File: config.mk
export PLATFORM = sky130hd
export DESIGN_NAME = frame_animation_sequencer_flat
export DESIGN_NICKNAME = d
export VERILOG_FILES = /design/src/sv/fas_pkg.sv /design/src/sv/fas_channels.sv /design/src/sv/frame_animation_sequencer.sv /design/src/flat_wrapper.sv
export VERILOG_INCLUDE_DIRS = /design/src /design/src/sv
export SDC_FILE = /design/constraint.sdc
export NUM_CORES = 1
export LEC_CHECK = 0
export ABC_AREA = 1
export BUFFER_PORTS_ARGS = -buffer_cell sky130_fd_sc_hd__buf_4
export CAP_MARGIN = 20
export CORE_MARGIN = 8
export CORE_UTILIZATION = 50
export CTS_CLUSTER_DIAMETER = 40
export DETAILED_ROUTE_END_ITERATION = 8
export HOLD_SLACK_MARGIN = 0.06
export PLACE_DENSITY = 0.74
export SLEW_MARGIN = 20
export SYNTH_ARGS = -nofsm -noshare
export SYNTH_HDL_FRONTEND = slang
export SYNTH_SLANG_ARGS = --single-unit
File: constraint.sdc
create_clock -name clock -period 16.2 [get_ports clock]
set_input_delay 2.43 -clock clock [delete_from_list [all_inputs] [get_ports clock]]
set_output_delay 2.43 -clock clock [all_outputs]
set_load 0.1 [all_outputs]
File: src/sv/frame_animation_sequencer_defines.svh
// Assertion macros for the frame animation sequencer.
// Stand-alone header; the asserting module includes it by name.
`ifndef FRAME_ANIMATION_SEQUENCER_DEFINES_SVH
`define FRAME_ANIMATION_SEQUENCER_DEFINES_SVH
`ifndef SYNTHESIS
`define FAS_ASSERT_SAME(label, clk, rst, ante, cons) \
   label: assert property (@(posedge clk) disable iff (rst) (ante) |-> (cons)) \
      else $error("fas assertion failed");
`define FAS_ASSERT_NEXT(label, clk, rst, ante, cons) \
   label: assert property (@(posedge clk) disable iff (rst) (ante) |=> (cons)) \
      else $error("fas assertion failed");
`else
`define FAS_ASSERT_SAME(label, clk, rst, ante, cons)
`define FAS_ASSERT_NEXT(label, clk, rst, ante, cons)
`endif
`endif

File: src/sv/fas_pkg.sv
// Shared constants and codes for the frame animation sequencer.
// No dependencies; used by the channel interfaces and the top level.
`timescale 1ns / 1ps

package fas_pkg;

   localparam int FRAME_BITS     = 8;
   localparam int COUNT_BITS     = 16;
   localparam int TICK_BITS      = COUNT_BITS + 1;
   localparam int TOTAL_BITS     = FRAME_BITS + 1;
   localparam int MODE_BITS      = 3;
   localparam int LFSR_BITS      = 16;
   localparam int CSR_INDEX_BITS = 4;
   localparam int CSR_DATA_BITS  = 16;

   localparam logic [TOTAL_BITS-1:0] FRAME_LIMIT = TOTAL_BITS'(2 ** FRAME_BITS);
   localparam logic [FRAME_BITS-1:0] FRAME_MAX   = {FRAME_BITS{1'b1}};
   localparam logic [LFSR_BITS-1:0]  LFSR_SEED   = 16'hACE1;
   localparam logic [LFSR_BITS-1:0]  LFSR_TAPS   = 16'hB400;

   typedef enum logic [MODE_BITS-1:0] {
      MODE_FORWARD  = 3'd0,
      MODE_BACKWARD = 3'd1,
      MODE_PINGPONG = 3'd2,
      MODE_RANDOM   = 3'd3,
      MODE_MANUAL   = 3'd4
   } mode_type;

   typedef enum logic [CSR_INDEX_BITS-1:0] {
      CSR_ANIM_MODE   = 4'd0,
      CSR_START_DELAY = 4'd1,
      CSR_FRAME_RATE  = 4'd2,
      CSR_FRAME_TOTAL = 4'd3
   } csr_index_type;

endpackage

File: src/sv/fas_channels.sv
// Valid/ready channel interfaces: tick requests, frame responses, register writes.
// Depends on fas_pkg for payload widths.
`timescale 1ns / 1ps

interface fas_req_if;
   logic valid;
   logic ready;
   logic restart;
   modport source (output valid, output restart, input ready);
   modport sink (input valid, input restart, output ready);
endinterface

interface fas_rsp_if;
   logic                          valid;
   logic                          ready;
   logic [fas_pkg::FRAME_BITS-1:0] frame_index;
   logic                          frame_stepped;
   logic                          in_delay;
   modport source (output valid, output frame_index, output frame_stepped,
                   output in_delay, input ready);
   modport sink (input valid, input frame_index, input frame_stepped,
                 input in_delay, output ready);
endinterface

interface fas_csr_if;
   logic                              valid;
   logic                              ready;
   logic [fas_pkg::CSR_INDEX_BITS-1:0] reg_index;
   logic [fas_pkg::CSR_DATA_BITS-1:0]  wr_data;
   modport source (output valid, output reg_index, output wr_data, input ready);
   modport sink (input valid, input reg_index, input wr_data, output ready);
endinterface

File: src/sv/frame_animation_sequencer.sv
// Frame animation sequencer top level: tick input stage, step logic, response register.
// Depends on fas_pkg, fas_channels and frame_animation_sequencer_defines.svh.
`timescale 1ns / 1ps
`include "frame_animation_sequencer_defines.svh"

// channel    direction  word
// req_chan   in         restart
// rsp_chan   out        frame_index, frame_stepped, in_delay
// csr_chan   in         reg_index, wr_data
//
// One tick a cycle while the response is not stalled; a tick waits in the input
// register and, when it advances, its response is loaded into the response register.
// The step logic and the LFSR-by-total product sit between those two registers.
// A stalled response holds the input register; req_chan.ready falls only then.
// Synchronous active-high reset sets the CSR, state and valid registers to
// their defaults and seeds the LFSR; csr_chan is always ready.

module frame_animation_sequencer (
   input  logic        clock,
   input  logic        reset,
   fas_req_if.sink     req_chan,
   fas_rsp_if.source   rsp_chan,
   fas_csr_if.sink     csr_chan
);

   logic [fas_pkg::MODE_BITS-1:0]   mode_ff;
   logic [fas_pkg::COUNT_BITS-1:0]  start_delay_ff;
   logic [fas_pkg::COUNT_BITS-1:0]  frame_rate_ff;
   logic [fas_pkg::TOTAL_BITS-1:0]  frame_total_ff;

   logic                            running_ff, running_in;
   logic [fas_pkg::TICK_BITS-1:0]   tick_ff, tick_in;
   logic [fas_pkg::FRAME_BITS-1:0]  frame_ff, frame_in;
   logic                            up_ff, up_in;
   logic                            playing_ff, playing_in;
   logic [fas_pkg::LFSR_BITS-1:0]   lfsr_ff, lfsr_in;

   logic                            in_valid_ff;
   logic                            in_restart_ff;
   logic                            rsp_valid_ff;
   logic [fas_pkg::FRAME_BITS-1:0]  rsp_frame_ff;
   logic                            rsp_stepped_ff, stepped_in;
   logic                            rsp_delay_ff;

   logic                            advance;
   logic                            csr_write;
   logic                            running_b, up_b, playing_b;
   logic [fas_pkg::TICK_BITS-1:0]   tick_b;
   logic [fas_pkg::FRAME_BITS-1:0]  frame_b;
   logic [fas_pkg::TOTAL_BITS-1:0]  total_eff, total_m1, frame_up;
   logic [fas_pkg::LFSR_BITS-1:0]   lfsr_next;
   logic [fas_pkg::LFSR_BITS+fas_pkg::TOTAL_BITS-1:0] rand_product;

   assign advance   = in_valid_ff && (!rsp_valid_ff || rsp_chan.ready);
   assign csr_write = csr_chan.valid && csr_chan.ready;

   assign req_chan.ready      = !in_valid_ff || advance;
   assign csr_chan.ready      = 1'b1;
   assign rsp_chan.valid      = rsp_valid_ff;
   assign rsp_chan.frame_index   = rsp_frame_ff;
   assign rsp_chan.frame_stepped = rsp_stepped_ff;
   assign rsp_chan.in_delay      = rsp_delay_ff;

   always_comb begin
      if (frame_total_ff == '0) begin
         total_eff = fas_pkg::TOTAL_BITS'(1);
      end else if (frame_total_ff > fas_pkg::FRAME_LIMIT) begin
         total_eff = fas_pkg::FRAME_LIMIT;
      end else begin
         total_eff = frame_total_ff;
      end
      total_m1 = total_eff - fas_pkg::TOTAL_BITS'(1);
   end

   always_comb begin
      lfsr_next = {1'b0, lfsr_ff[fas_pkg::LFSR_BITS-1:1]};
      if (lfsr_ff[0]) begin
         lfsr_next = lfsr_next ^ fas_pkg::LFSR_TAPS;
      end
      rand_product = lfsr_next * total_eff;
   end

   always_comb begin
      running_b = in_restart_ff ? 1'b0 : running_ff;
      tick_b    = in_restart_ff ? '0 : tick_ff;
      frame_b   = in_restart_ff ? '0 : frame_ff;
      up_b      = in_restart_ff ? 1'b1 : up_ff;
      playing_b = in_restart_ff ? (mode_ff != fas_pkg::MODE_MANUAL) : playing_ff;
      frame_up  = {1'b0, frame_b} + fas_pkg::TOTAL_BITS'(1);

      running_in = running_b;
      tick_in    = tick_b + fas_pkg::TICK_BITS'(1);
      frame_in   = frame_b;
      up_in      = up_b;
      playing_in = playing_b;
      lfsr_in    = lfsr_ff;
      stepped_in = 1'b0;

      if (!running_b) begin
         if (tick_in > {1'b0, start_delay_ff}) begin
            tick_in    = '0;
            running_in = 1'b1;
         end
      end else if (tick_in > {1'b0, frame_rate_ff}) begin
         tick_in = '0;
         if (playing_b) begin
            stepped_in = 1'b1;
            case (mode_ff)
               fas_pkg::MODE_FORWARD: begin
                  if (frame_up >= total_eff) begin
                     frame_in   = '0;
                     running_in = 1'b0;
                  end else begin
                     frame_in = frame_up[fas_pkg::FRAME_BITS-1:0];
                  end
               end
               fas_pkg::MODE_BACKWARD: begin
                  if (frame_b <= fas_pkg::FRAME_BITS'(1)) begin
                     frame_in   = total_m1[fas_pkg::FRAME_BITS-1:0];
                     running_in = 1'b0;
                  end else begin
                     frame_in = frame_b - fas_pkg::FRAME_BITS'(1);
                  end
               end
               fas_pkg::MODE_PINGPONG: begin
                  if (up_b) begin
                     if (frame_up >= total_m1) begin
                        up_in = 1'b0;
                     end
                     if (frame_up > {1'b0, fas_pkg::FRAME_MAX}) begin
                        frame_in = fas_pkg::FRAME_MAX;
                     end else begin
                        frame_in = frame_up[fas_pkg::FRAME_BITS-1:0];
                     end
                  end else if (frame_b <= fas_pkg::FRAME_BITS'(1)) begin
                     frame_in   = '0;
                     up_in      = 1'b1;
                     running_in = 1'b0;
                  end else begin
                     frame_in = frame_b - fas_pkg::FRAME_BITS'(1);
                  end
               end
               fas_pkg::MODE_RANDOM: begin
                  lfsr_in  = lfsr_next;
                  frame_in = rand_product[fas_pkg::LFSR_BITS +: fas_pkg::FRAME_BITS];
               end
               default: begin
                  frame_in = frame_b;
               end
            endcase
         end
      end
   end

   always_ff @(posedge clock) begin
      if (reset) begin
         mode_ff        <= fas_pkg::MODE_FORWARD;
         start_delay_ff <= '0;
         frame_rate_ff  <= '0;
         frame_total_ff <= fas_pkg::TOTAL_BITS'(1);
         running_ff     <= 1'b0;
         tick_ff        <= '0;
         frame_ff       <= '0;
         up_ff          <= 1'b1;
         playing_ff     <= 1'b1;
         lfsr_ff        <= fas_pkg::LFSR_SEED;
         in_valid_ff    <= 1'b0;
         rsp_valid_ff   <= 1'b0;
      end else begin
         if (req_chan.ready) begin
            in_valid_ff <= req_chan.valid;
         end
         if (advance) begin
            rsp_valid_ff <= 1'b1;
            running_ff   <= running_in;
            tick_ff      <= tick_in;
            frame_ff     <= frame_in;
            up_ff        <= up_in;
            playing_ff   <= playing_in;
            lfsr_ff      <= lfsr_in;
         end else if (rsp_chan.ready) begin
            rsp_valid_ff <= 1'b0;
         end
         if (csr_write) begin
            case (csr_chan.reg_index)
               fas_pkg::CSR_ANIM_MODE: begin
                  mode_ff    <= csr_chan.wr_data[fas_pkg::MODE_BITS-1:0];
                  playing_ff <= (csr_chan.wr_data[fas_pkg::MODE_BITS-1:0]
                                 != fas_pkg::MODE_MANUAL);
               end
               fas_pkg::CSR_START_DELAY: begin
                  start_delay_ff <= csr_chan.wr_data[fas_pkg::COUNT_BITS-1:0];
               end
               fas_pkg::CSR_FRAME_RATE: begin
                  frame_rate_ff <= csr_chan.wr_data[fas_pkg::COUNT_BITS-1:0];
               end
               fas_pkg::CSR_FRAME_TOTAL: begin
                  frame_total_ff <= csr_chan.wr_data[fas_pkg::TOTAL_BITS-1:0];
               end
               default: begin
               end
            endcase
         end
      end
   end

   always_ff @(posedge clock) begin
      if (req_chan.ready) begin
         in_restart_ff <= req_chan.restart;
      end
      if (advance) begin
         rsp_frame_ff   <= frame_in;
         rsp_stepped_ff <= stepped_in;
         rsp_delay_ff   <= !running_in;
      end
   end

   `FAS_ASSERT_NEXT(a_advance_fills_rsp, clock, reset, advance, rsp_valid_ff)
   `FAS_ASSERT_NEXT(a_paused_never_steps, clock, reset,
      advance && !in_restart_ff && !playing_ff, !rsp_stepped_ff)
   `FAS_ASSERT_NEXT(a_restart_frame_zero, clock, reset, advance && in_restart_ff,
      (rsp_frame_ff == '0) && !rsp_stepped_ff)
   `FAS_ASSERT_SAME(a_stall_only_when_full, clock, reset, !req_chan.ready,
      in_valid_ff && rsp_valid_ff)

endmodule

File: src/flat_wrapper.sv
// flat-port wrapper written by rule: the top's interface ports become plain ports
module frame_animation_sequencer_flat 
  (clock, reset, req_chan_valid, req_chan_restart, req_chan_ready, rsp_chan_valid, rsp_chan_frame_index, rsp_chan_frame_stepped, rsp_chan_in_delay, rsp_chan_ready, csr_chan_valid, csr_chan_reg_index, csr_chan_wr_data, csr_chan_ready);
  fas_req_if req_chan_i ();
  fas_rsp_if rsp_chan_i ();
  fas_csr_if csr_chan_i ();
  input  logic clock;
  input  logic reset;
  input wire logic [$bits(req_chan_i.valid)-1:0] req_chan_valid;
  input wire logic [$bits(req_chan_i.restart)-1:0] req_chan_restart;
  output wire logic [$bits(req_chan_i.ready)-1:0] req_chan_ready;
  output wire logic [$bits(rsp_chan_i.valid)-1:0] rsp_chan_valid;
  output wire logic [$bits(rsp_chan_i.frame_index)-1:0] rsp_chan_frame_index;
  output wire logic [$bits(rsp_chan_i.frame_stepped)-1:0] rsp_chan_frame_stepped;
  output wire logic [$bits(rsp_chan_i.in_delay)-1:0] rsp_chan_in_delay;
  input wire logic [$bits(rsp_chan_i.ready)-1:0] rsp_chan_ready;
  input wire logic [$bits(csr_chan_i.valid)-1:0] csr_chan_valid;
  input wire logic [$bits(csr_chan_i.reg_index)-1:0] csr_chan_reg_index;
  input wire logic [$bits(csr_chan_i.wr_data)-1:0] csr_chan_wr_data;
  output wire logic [$bits(csr_chan_i.ready)-1:0] csr_chan_ready;
  assign req_chan_i.valid = req_chan_valid;
  assign req_chan_i.restart = req_chan_restart;
  assign req_chan_ready = req_chan_i.ready;
  assign rsp_chan_valid = rsp_chan_i.valid;
  assign rsp_chan_frame_index = rsp_chan_i.frame_index;
  assign rsp_chan_frame_stepped = rsp_chan_i.frame_stepped;
  assign rsp_chan_in_delay = rsp_chan_i.in_delay;
  assign rsp_chan_i.ready = rsp_chan_ready;
  assign csr_chan_i.valid = csr_chan_valid;
  assign csr_chan_i.reg_index = csr_chan_reg_index;
  assign csr_chan_i.wr_data = csr_chan_wr_data;
  assign csr_chan_ready = csr_chan_i.ready;
  frame_animation_sequencer u_core (.clock(clock), .reset(reset), .req_chan(req_chan_i), .rsp_chan(rsp_chan_i), .csr_chan(csr_chan_i));
endmodule
-- Yosys cells after proc, flatten, opt, wreduce, memory -nomap -nowiden
Index checks and enable logic that the tools add are counted.
- bits in writable memories: 0
- word-level logic and storage cells: 94
- output and inout port bits: 13
- bits in latches: 0
- bits of input ports: 26
- ROM bits: 0
- flip-flop bits (word level): 101
- memories: 0
- shift-type cells: 0
- equality and inequality tests: 8
- bitwise operators: 1
- divide/modulo/power cells: 0
- multipliers: 1
- magnitude comparators: 7
- reduce and logical (&&, ||, !) cells: 16
- mux-type cells: 41
- $add $sub $neg: 4
- operators by type and width (cell ; count):
    $mux W8 ; 9
    $mux W17 ; 4
    $gt A17 B16 Y1 ; 2
    $pmux W8 S4 ; 1
    $mul A16 B9 Y24 ; 1
    $mux W1 ; 23
    $ge A9 B9 Y1 ; 2
    $mux W9 ; 2
    $add A17 B1 Y17 const B ; 1
    $mux W16 ; 1
    $reduce_and A2 Y1 ; 5
    $add A8 B1 Y9 const B ; 1
    $gt A9 B8 Y1 const B ; 1
    $gt A9 B9 Y1 const B ; 1
    $logic_not A9 Y1 ; 1
    $sub A9 B1 Y9 const B ; 1
    $eq A4 B2 Y1 const B ; 2
    $le A8 B1 Y1 const B ; 1
    $sub A8 B1 Y8 const B ; 1
    $eq A3 B2 Y1 const B ; 2
    $ne A3 B3 Y1 const B ; 2
    $reduce_and A5 Y1 ; 1
    $eq A4 B1 Y1 const B ; 1
    $logic_not A4 Y1 ; 1
    8 further kinds ; 11

-- Longest topological paths before layout
Gate-level depths: netlist of run 1.
- depth after elaboration: 11
- mapped depth: 32
- depth with buffers taken out: 31

-- Worst setup path before layout of run 1
Ideal clock, no wire load.
- path type: input to output
- start point: input rsp_chan_ready
- end point: output req_chan_ready
- buffers on the path: 0
- arrival time: 3245 ps
- slack: 10525 ps
- stages: 2
- data required time: 13770 ps
- cells stage by stage: inv_1 -> nand3_1
- word-level cells in the longest chain between the ends: 3
- RTL lines (what ; RTL line ; RTL):
    start: declaration ; flat_wrapper.sv:16 ; input wire logic [$bits(rsp_chan_i.ready)-1:0] rsp_chan_ready;
    $logic_or A1 B1 Y1 ; frame_animation_sequencer.sv:54 ; assign advance = in_valid_ff && (!rsp_valid_ff || rsp_chan.ready);
    $logic_and A1 B1 Y1 ; frame_animation_sequencer.sv:54 ;
    $logic_or A1 B1 Y1 ; frame_animation_sequencer.sv:57 ; assign req_chan.ready = !in_valid_ff || advance;
    end: declaration ; flat_wrapper.sv:11 ; output wire logic [$bits(req_chan_i.ready)-1:0] req_chan_ready;
No other way between the ends.

-- Final worst setup path of run 1
- start point: register u_core.frame_total_ff[8] (netlist name)
- end point: register u_core.rsp_frame_ff (netlist bit u_core.rsp_chan.frame_index[5]), data pin
- word-level cells in the longest chain between the ends: 9
- elaborated cells on any way between the ends: 13
- classes of those cells: add/sub (1); mul (1); order compare (2); mux (8); reduce/logical (1)
- RTL lines (what ; RTL line ; RTL):
    start: declaration ; frame_animation_sequencer.sv:29 ; logic [fas_pkg::TOTAL_BITS-1:0] frame_total_ff;
    start signal: assignment ; frame_animation_sequencer.sv:160 ; frame_total_ff <= fas_pkg::TOTAL_BITS'(1);
    start signal: assignment ; frame_animation_sequencer.sv:198 ; frame_total_ff <= csr_chan.wr_data[fas_pkg::TOTAL_BITS-1:0];
    $gt A9 B9 Y1 ; frame_animation_sequencer.sv:67 ; end else if (frame_total_ff > fas_pkg::FRAME_LIMIT) begin
    $mux W9 ; frame_animation_sequencer.sv:67 ;
    $mux W9 * ; frame_animation_sequencer.sv:65 ; if (frame_total_ff == '0) begin
    branches (longest 2 deep; another with $mul A16 B9 Y24) ; -- ;
    $pmux W8 S4 * ; frame_animation_sequencer.sv:108 ; case (mode_ff)
    $mux W8 * ; frame_animation_sequencer.sv:106 ; if (playing_b) begin
    $mux W8 * ; frame_animation_sequencer.sv:104 ; end else if (tick_in > {1'b0, frame_rate_ff}) begin
    $mux W8 * ; frame_animation_sequencer.sv:99 ; if (!running_b) begin
    named net u_core.frame_in, one bit ; frame_animation_sequencer.sv:33 ; logic [fas_pkg::FRAME_BITS-1:0] frame_ff, frame_in;
    end signal: assignment ; frame_animation_sequencer.sv:212 ; rsp_frame_ff <= frame_in;
    end: declaration ; frame_animation_sequencer.sv:41 ; logic [fas_pkg::FRAME_BITS-1:0] rsp_frame_ff;
Mark *: on every way through the listed nets, which the timed path passes.
A chain may end at the register's enable or synchronous reset.

==> results of run 1 <==
==> cells in the mapped netlist, types with 5 or more instances <==
cell type | number | area (µm²)
nand2_1 | 332 | 1250
inv_1 | 285 | 1070
nor2_1 | 158 | 593
a21oi_1 | 119 | 596
fa_1 | 97 | 1940
ha_1 | 95 | 1190
dfxtp_1 | 90 | 1800
o21ai_0 | 82 | 410
nand3_1 | 62 | 310
clkbuf_1 | 33 | 124
nand4_1 | 29 | 181
xor2_1 | 21 | 184
nor3_1 | 14 | 70.1
edfxtp_1 | 11 | 330
o211ai_1 | 10 | 75.1
buf_1 | 7 | 26.3
nand2_2 | 7 | 43.8
nand3b_1 | 7 | 52.6
nor3_2 | 6 | 60.1
o21ai_1 | 6 | 30.0
buf_4 | 5 | 37.5
xnor2_1 | 5 | 43.8
==> layout by cell type, fill, tap and decap left out, types with 3 or more instances in the layout <==
| cell | Yosys | layout |
|---|---|---|
| o211ai_1 | 10 | 10 |
| a21oi_1 | 119 | 119 |
| o21bai_1 | 4 | 4 |
| nor2_2 | 4 | 4 |
| clkinv_8 | 0 | 3 |
| xor2_1 | 21 | 21 |
| nor3_1 | 14 | 14 |
| edfxtp_1 | 11 | 11 |
| and2_1 | 3 | 3 |
| inv_1 | 285 | 285 |
| nand4_1 | 29 | 29 |
| clkbuf_16 | 0 | 9 |
| buf_4 | 5 | 42 |
| inv_2 | 4 | 4 |
| nand2_2 | 7 | 7 |
| nor2_1 | 158 | 158 |
| o21ai_0 | 82 | 82 |
| or2_2 | 3 | 3 |
| xnor2_1 | 5 | 5 |
| ha_1 | 95 | 95 |
| nand3_1 | 62 | 62 |
| inv_8 | 1 | 3 |
| dfxtp_1 | 90 | 90 |
| nor3_2 | 6 | 6 |
| nand2_1 | 332 | 332 |
| nand3b_1 | 7 | 7 |
| fa_1 | 97 | 97 |
| a211oi_1 | 4 | 4 |
| nand3_2 | 4 | 4 |
| a21o_1 | 3 | 3 |
| o21ai_1 | 6 | 6 |
==> layout make-up <==
cell class                      count  area, µm²
Multi-Input combinational cell   1101       7460
Clock buffer                        9        225
Sequential cell                   101       2130
Inverter                          292       1110
Clock inverter                      7       88.8
Fill cell                        2058      10000
Tap cell                          280        350
Timing Repair Buffer               42        315
==> worst max path at each step <==
stage                     depth (start not counted)                              to  slack, ns
after floorplan                                   2                  req_chan_ready      10.52
final                                            22  u_core.rsp_chan.frame_index[5]       9.69
after global placement                           22  u_core.rsp_chan.frame_index[5]       9.80
after CTS                                        22  u_core.rsp_chan.frame_index[5]       9.78
after detailed placement                         22  u_core.rsp_chan.frame_index[5]       9.77
after global routing                             22  u_core.rsp_chan.frame_index[5]       9.24
==> metal layers <==
metal  up-vias  wire length (µm)  track usage, %  share of wire, %
met1      4698             13000            29.6                45
met4         0               456            4.75               1.6
met5         -                 0               0                 0
met2       368             13000            35.0                45
met3        38              2220            4.89               7.7
li1       4859                 -               -                 -
==> state kept, by name, summed over array words and instances, names as in the netlist <==
name / count
u_core.frame_ff: 8
u_core.frame_rate_ff: 16
u_core.frame_total_ff: 9
u_core.in_restart_ff: 1
u_core.in_valid_ff: 1
u_core.lfsr_ff: 16
u_core.mode_ff: 3
u_core.playing_ff: 1
u_core.rsp_chan.frame_index: 8
u_core.rsp_chan.frame_stepped: 1
u_core.rsp_chan.in_delay: 1
u_core.rsp_chan.valid: 1
u_core.running_ff: 1
u_core.start_delay_ff: 16
u_core.tick_ff: 17
u_core.up_ff: 1
==> worst register-to-register path, stage by stage, from the launching register on <==
cell and delay (ns):
dfxtp_1 0.82, o21ai_2 0.29, nand2_1 0.53, clkinv_1 0.55, nand2_1 0.24, fa_1 0.40
inv_1 0.07, fa_1 0.43, fa_1 0.55, inv_1 0.05, fa_1 0.53, inv_1 0.04
ha_1 0.37, a21oi_1 0.28, o21ai_0 0.19, nand2_1 0.09, o211ai_1 0.08, a211oi_1 0.29
nand3_1 0.12, nand3_1 0.11, nand3_1 0.10, nand2_1 0.09, inv_1 0.04
==> stage by stage <==
stage	power [mW]	utilization [%]	hold slack, ns
after global routing	0.678	53.9	0.475
after global placement	0.420	52.4	0.434
final	0.643	53.9	0.451
after detailed placement	0.422	52.4	0.437
after CTS	0.645	53.9	0.451
after floorplan	0.384	-	0.425
==> logic make-up (layout without fill, tap and decap cells) <==
group | count (synthesis) | count (layout) | share of synthesized area (%)
flops | 101 | 101 | 19.4
buf+inv | 345 | 350 | 12.5
simple gates | 638 | 638 | 25.2
xor+xnor | 28 | 28 | 2.37
compound gates | 242 | 242 | 11.9
other cells | 1 | 1 | 0.0342
fa+ha+maj | 192 | 192 | 28.5
==> power groups by stage <==
stage               combinational [mW]  clock (mW)  sequential, mW
floorplan                        0.105           0           0.279
global placement                 0.152           0           0.268
detailed placement               0.154           0           0.269
CTS                              0.155       0.227           0.263
global route                     0.174       0.240           0.264
finish                           0.156       0.224           0.263
==> flow_summary.toml, run 1 <==
[worst_setup_path]
cp.buffers_inverters = 5
worstSetupPathType = "reg -> reg"
cp_max_fo = 20
cp-startpoint = "u_core.frame_total_ff[8]"
cp-end-kind = "flop"
cp_slowest_cell = "dfxtp_1"
arrival_ns = 6.64
r2r_end = "u_core.rsp_chan.frame_index[5]"
worstRegToRegCells = 22
slowest_delay_ns = 0.82
path_cells = "o21ai_2 -> nand2_1 -> clkinv_1 -> nand2_1 -> fa_1 -> inv_1 -> fa_1 -> fa_1 -> inv_1 -> fa_1 -> inv_1 -> ha_1 -> a21oi_1 -> o21ai_0 -> nand2_1 -> o211ai_1 -> a211oi_1 -> nand3_1 -> nand3_1 -> nand3_1 -> nand2_1 -> inv_1"
rrSetupSlack_ns = 9.69
worstPathRequired_ns = 16.32
path_delay_family = "adder cells"
rr_startpoint = "u_core.frame_total_ff[8]"
cp-start-kind = "flop"

[power_and_ir_drop]
pwr-share-comb_pct = 24.2
sw_frac_of_total_pct = 35.0
p_leak_nw = 6.01
vdd_ir_drop_max_mv = 0.0472
p_switching_mw = 0.225
power_density_nw_per_um2 = 55.0
p_int_mw = 0.418
clkPwrFrac_pct = 34.9
seq_power_share_pct = 40.9

[cts]
cts_max_level = 3
cts-root-buf = "clkbuf_16"
cts_tree = "built"
numCtsBuffers = 9
hold_buffers = 0
clkLatencyLatePin_ns = 0.36
cts_buffer_depth = 2
cts_resized = 0
clock_sinks = 101
cts.reportedPaths.clkPinSlew_ns = 0.09
cts_setup_buffers = 0

[floorplan]
coreArea_um2 = 21700
rows = 54
fp.dieW_um = 164
start_util_pct = 50.6
die_area_um2 = 26900
pin_count = 39
die_h_um = 164

[route]
viasPerCell = 5.44
vias = 9963
drc = 0
wl_per_cell_um = 15.7
drt-initial-drc-count = 879
ant_nets = 0
wl_um = 28700
drtPass1Iterations = 5

[timing]
min_period_ns = 6.51
rsz0062_at_grt = "no"
setup_slack_ns = 9.69
setup_tns_ns = 0
final.setup_skew_ns = 0.0180
max_freq_mhz = 154
finalMaxSlewViolations = 0
worst_pin_slew_ns = 1.08
period_share_pct = 40.2
finalHoldViolCount = 0
setup_viol = 0
relSlewSlack_pct = 27.1

[placement]
dp_cells = 1816
place_area_um2 = 11400
io_buffers = 37
globalplace.congestion = 0.913
hpwl_um = 22600
dp_slack_ns = 9.77

[min_path]
hold_depth = 2
hp-class = "reg -> reg"
min_to = "u_core.tick_ff[16]"
hold_start = "u_core.tick_ff[16]"

[synth]
synth_seq_area_share_pct = 19.4
ys_seq_elements = 101
synth_warnings = 0
synthFlopType = "dfxtp_1"
syn_area_um2 = 11000
synthCells = 1547
ys_types = 57
synth.avg_cell_area_um2 = 7.09
synth_enable_flop_cells = 11
synth_nets = 1765
synthArstFlopShare_pct = 0

[finish]
area_growth_pct = 6.54
antennaDiodeCount = 0
drive_gt1_share_pct = 6.44
nets = 1765
finalNonFillerCells = 1832
finalInstanceArea_um2 = 11700

[global_routing]
grt_max_degree = 60
grt_overflow = 0
grt_pass1_wl_um = 47800
antenna_found_initial = 0
groute.usage.overall_pct = 21.8
grt_pass1_vias = 9733

[run_status]
status = "finished clean"

[flow_run]
maxCapViolations = 0
No activity file was read; power rests on OpenSTA's default activity.
==> run 2, diff against run 1 <==
- PLACE_DENSITY: 0.74 -> 0.76
- clock period: 16.2 -> 5.6 ns (I/O delays scaled with it)
==> run 2 against run 1 <==
Fmax up 21%. Routed wire length up 1.7%. Cell area up 3.8%. Sequential share of layout area down 0.66 points. Core utilization up 2.0 points. Highest routed layer unchanged.
==> flow_summary.toml, run 2 (synthesis gave the netlist of run 1 again) <==
[run_status]
status = "finished clean"

[route]
viasPerCell = 5.44
drc = 0
wl_per_cell_um = 15.7
wl_um = 29200
drtPass1Iterations = 5
drt-initial-drc-count = 628
ant_nets = 0
vias = 10100

[timing]
max_freq_mhz = 186
hold_ws_ns = 0.458
relSlewSlack_pct = 32.8
final.setup_skew_ns = 0.0153
min_period_ns = 5.37
setup_viol = 0
setup_slack_ns = 0.226
worst_pin_slew_ns = 1.00
rsz0062_at_grt = "yes"
period_share_pct = 96.0
finalHoldViolCount = 0
finalMaxSlewViolations = 0

[floorplan]
start_util_pct = 50.6
coreArea_um2 = 21700
pin_count = 39
die_h_um = 164
fp.dieW_um = 164
die_area_um2 = 26900
rows = 54

[power_and_ir_drop]
p_int_mw = 1.21
clkPwrFrac_pct = 34.2
p_leak_nw = 6.13
pwr-share-comb_pct = 25.3
sw_frac_of_total_pct = 35.3
p_switching_mw = 0.660
vdd_ir_drop_max_mv = 0.202
seq_power_share_pct = 40.6
power_density_nw_per_um2 = 155

[worst_setup_path]
slowest_delay_ns = 0.54
worstPathRequired_ns = 5.86
cp-end-kind = "flop"
worstSetupPathType = "reg -> reg"
cp.buffers_inverters = 6
arrival_ns = 5.63
cp_slowest_cell = "fa_1"
cp-start-kind = "flop"
cp_common_cell = "inv_1"
cp-startpoint = "u_core.frame_total_ff[3]"
cp_max_fo = 7
rrSetupSlack_ns = 0.23
path_delay_family = "adder cells"
rr_startpoint = "u_core.frame_total_ff[3]"

[finish]
drive_gt1_share_pct = 11.0
area_growth_pct = 10.5
final_core_util_pct = 55.9
finalNonFillerCells = 1859
most-common-layout-cells = "nand2_1 (328), inv_1 (283), nor2_1 (145)"
antennaDiodeCount = 0
finalInstanceArea_um2 = 12100
largest_reg_flops = 17
largest_register = "u_core.tick_ff"
nets = 1792
fillers = 2018
layout_commonest_cell = "nand2_1"

[cts]
cts.reportedPaths.clkPinSlew_ns = 0.07
cts_max_level = 3
numCtsBuffers = 9
cts_buffer_depth = 2
clkLatencyLatePin_ns = 0.36
cts_tree = "built"
clock_sinks = 101
cts-root-buf = "clkbuf_16"

[placement]
io_buffers = 37
dp_cells = 1834
dp_slack_ns = 0.135
globalplace.congestion = 0.913
place_area_um2 = 11500
hpwl_um = 22500

[global_routing]
grt_overflow = 0
grt_max_degree = 60
grt_pass1_vias = 10100
antenna_found_initial = 0
groute.usage.overall_pct = 22.1
grt_pass1_wl_um = 48400

[min_path]
hp-class = "reg -> reg"
hold_start = "u_core.tick_ff[16]"

[flow_run]
maxCapViolations = 0
==> run 2: cell types whose count changed in the layout (fill, tap and decap cells not counted), moves of 4 or more <==
cell / before / now
nand2_2: 7 / 11
nand3_1: 62 / 58
nor2_2: 4 / 14
a21oi_1: 119 / 110
a21oi_2: 1 / 10
o21ai_0: 82 / 77
ha_4: 0 / 4
buf_4: 42 / 64
nand2_1: 332 / 328
ha_1: 95 / 88
nor2_1: 158 / 145
==> run 2: per-stage QoR <==
| step | TNS [ns] | total power, mW |
|---|---|---|
| 2_1_floorplan | 0 | 1.11 |
| 3_3_place_gp | 0 | 1.22 |
| 3_5_place_dp | 0 | 1.22 |
| 4_1_cts | 0 | 1.87 |
| 5_1_grt | -0.190 | 1.97 |
| 6_report | 0 | 1.87 |
==> run 2: final cells by class <==
class	instances	area (µm²)	area share, %
inverters	292	1110	9.19
clock inverters	7	67.6	0.557
clock buffers	9	225	1.86
repair buffers	68	538	4.44
repair inverters	1	7.51	0.0619
flip-flops and latches	101	2130	17.6
well taps	280	350	2.89
multi-input cells	1101	7690	63.4
==> run 2: final timing paths <==
check        cells past startpoint                  to
min reg2reg                      2  u_core.tick_ff[16]
min                              2  u_core.tick_ff[16]
max reg2reg                     28  u_core.frame_ff[6]
max                             28  u_core.frame_ff[6]
==> run 2: tightest hold or removal path: cells and delay by family, from the launching register on <==
kind | cells | cell delay (ns)
flops | 1 | 0.32
simple gates | 2 | 0.10
==> run 2: power groups by stage <==
stage	sequential (mW)	combinational, mW	clock [mW]
after floorplan	0.808	0.304	0
after global placement	0.777	0.441	0
after detailed placement	0.777	0.447	0
after CTS	0.760	0.452	0.653
after global routing	0.763	0.530	0.680
final	0.760	0.473	0.640
==> run 2: repair_timing <==
item | CTS | global route
buffers inserted | 0 | 8
hold buffers | 0 | 0
setup endpoints to repair | 0 | 16
resized for setup | 0 | 62
==> run 2: per-layer routing <==
metal	routed length, µm	global-route usage (%)
met5	0	0
met2	13400	36.4
met4	607	6.12
met1	12800	28.7
met3	2310	4.79
==> run 3, diff against run 2 <==
- CORE_UTILIZATION: 50 -> 36
- PLACE_DENSITY: 0.76 -> 0.6
==> run 3 against run 2 <==
Via count down 3.8%. Combinational power decreased by 2%. Fmax is 0.26% lower. First-iteration DRC count decreased by 6.1%. Count of clock-buffer cells in the layout stayed put. Worst hold slack lost 0.010 ns. Largest cell class unchanged. Cell area is 0.57% higher. Sequential cell count is the same. Total power increased by 0.59%. Core utilization down 16 points. Sequential power barely moved. Clock skew rose by 0.0038 ns.
==> flow_summary.toml, run 3 (synthesis gave the netlist of run 1 again) <==
[run_status]
status = "finished clean"

[timing]
setup_tns_ns = 0
worst_pin_slew_ns = 1.04
finalMaxSlewViolations = 0
min_period_ns = 5.39
final.setup_skew_ns = 0.0191
period_share_pct = 96.2
relSlewSlack_pct = 29.9
hold_ws_ns = 0.448
max_freq_mhz = 186
finalHoldViolCount = 0
setup_viol = 0

[worst_setup_path]
worstSetupPathType = "reg -> reg"
arrival_ns = 5.51
cp-start-kind = "flop"
cp_slowest_cell = "fa_1"
worstPathRequired_ns = 5.72
slowest_delay_ns = 0.55
cp_max_fo = 4
cp-end-kind = "flop"

[global_routing]
grt_pass1_wl_um = 49300
grt_max_degree = 67
groute.usage.overall_pct = 16.8
grtUsageMet2_pct = 28.4
grt_pass1_vias = 9775
grt-busiest-layer = "met2"
grt_overflow = 0
use_met3_pct = 2.58
antenna_found_initial = 0
gr-usage-met1_pct = 21.5

[floorplan]
pin_count = 39
die_area_um2 = 36300
coreArea_um2 = 30300
start_util_pct = 36.2
fp.dieW_um = 191
die_h_um = 191
rows = 64

[finish]
nets = 1799
final_core_util_pct = 40.3
most-common-layout-cells = "nand2_1 (331), inv_1 (282), nor2_1 (153)"
layout_commonest_cell = "nand2_1"
area_growth_pct = 11.2
finalNonFillerCells = 1982
drive_gt1_share_pct = 9.84
largest_reg_flops = 17
largest_register = "u_core.tick_ff"
finalInstanceArea_um2 = 12200
seqCellArea_um2 = 2130
multiInputGateArea_um2 = 7570
fillers = 3223
antennaDiodeCount = 0

[route]
drtPass1Iterations = 5
drc = 0
ant_nets = 0
drt-initial-drc-count = 590
viasPerCell = 4.90
wl_um = 30200
vias = 9717
wl_per_cell_um = 15.2

[min_path]
hp-class = "reg -> reg"

[cts]
cts_tree = "built"
cts.reportedPaths.clkPinSlew_ns = 0.08
clock_sinks = 101
clkLatencyLatePin_ns = 0.37
numCtsBuffers = 9
cts-root-buf = "clkbuf_16"
hold_buffers = 0
cts_buffer_depth = 2
cts_max_level = 3

[placement]
io_buffers = 37
globalplace.congestion = 0.890
hpwl_um = 23900
place_area_um2 = 11700
dp_cells = 1954

[flow_run]
maxCapViolations = 0

[power_and_ir_drop]
vdd_ir_drop_max_mv = 0.131
p_leak_nw = 6.16
power_density_nw_per_um2 = 155
==> run 3: changes by cell type in the layout (fill, tap and decap cells not counted), moves of 3 or more <==
cell	before	now
nor2_2	14	6
ha_2	3	0
ha_1	88	93
nand2_1	328	331
nand2_2	11	8
o21ai_0	77	81
o21ai_1	9	6
buf_4	64	74
nand3_1	58	61
a21oi_1	110	113
a21oi_2	10	7
nor3_2	9	6
nor2_1	145	153
nor3_1	11	14
==> run 3: where the power goes <==
group	leakage (nW)	internal [mW]	switching [mW]
registers	0.837	0.751	0.00888
clock network	0.151	0.321	0.340
logic	5.17	0.144	0.320
==> run 3: worst paths after layout <==
check | to | start | depth (start not counted) | slack, ns
worst min-delay path | u_core.tick_ff[16] | u_core.tick_ff[16] | 2 | 0.45
worst max register to register | u_core.rsp_chan.frame_index[6] | u_core.frame_total_ff[3] | 26 | 0.21
worst min register to register | u_core.tick_ff[16] | u_core.tick_ff[16] | 2 | 0.45
worst max-delay path | u_core.rsp_chan.frame_index[6] | u_core.frame_total_ff[3] | 26 | 0.21
==> run 3: per-layer routing <==
metal / part of all wire (%) / vias up
met1: 46 / 4541
met5: 0 / -
li1: - / 4933
met3: 4.2 / 56
met2: 47 / 187
met4: 3.1 / 0
==> run 3: metrics by stage <==
stage | worst slack [ns] | total power, mW
after floorplan | 0.422 | 1.11
after global placement | 0.143 | 1.23
after detailed placement | 0.106 | 1.23
after CTS | 0.0923 | 1.89
after global routing | -0.0479 | 1.99
final | 0.212 | 1.88
==> run 3: cell type report <==
cell class | count | share of cell area, %
Clock inverter | 7 | 0.708
Timing Repair Buffer | 74 | 4.56
Timing Repair inverter | 2 | 0.103
Multi-Input combinational cell | 1101 | 62.1
Inverter | 292 | 9.15
Sequential cell | 101 | 17.5
Tap cell | 396 | 4.06
Clock buffer | 9 | 1.85
==> run 3: worst max-delay path: cells and delay by family, from the launching register on <==
kind                     cells  cell delay [ns]
AND/OR/NAND/NOR             11             1.01
AO/OA/AOI/OAI                5             0.95
adder cells (fa/ha/maj)      5             2.40
flip-flops                   1             0.33
buffers and inverters        5             0.50
==> run 3: repair_timing <==
action / in CTS / in global routing
gates resized for setup: 0 / 31
buffers inserted: 0 / 10
endpoints found under the setup margin: 0 / 16
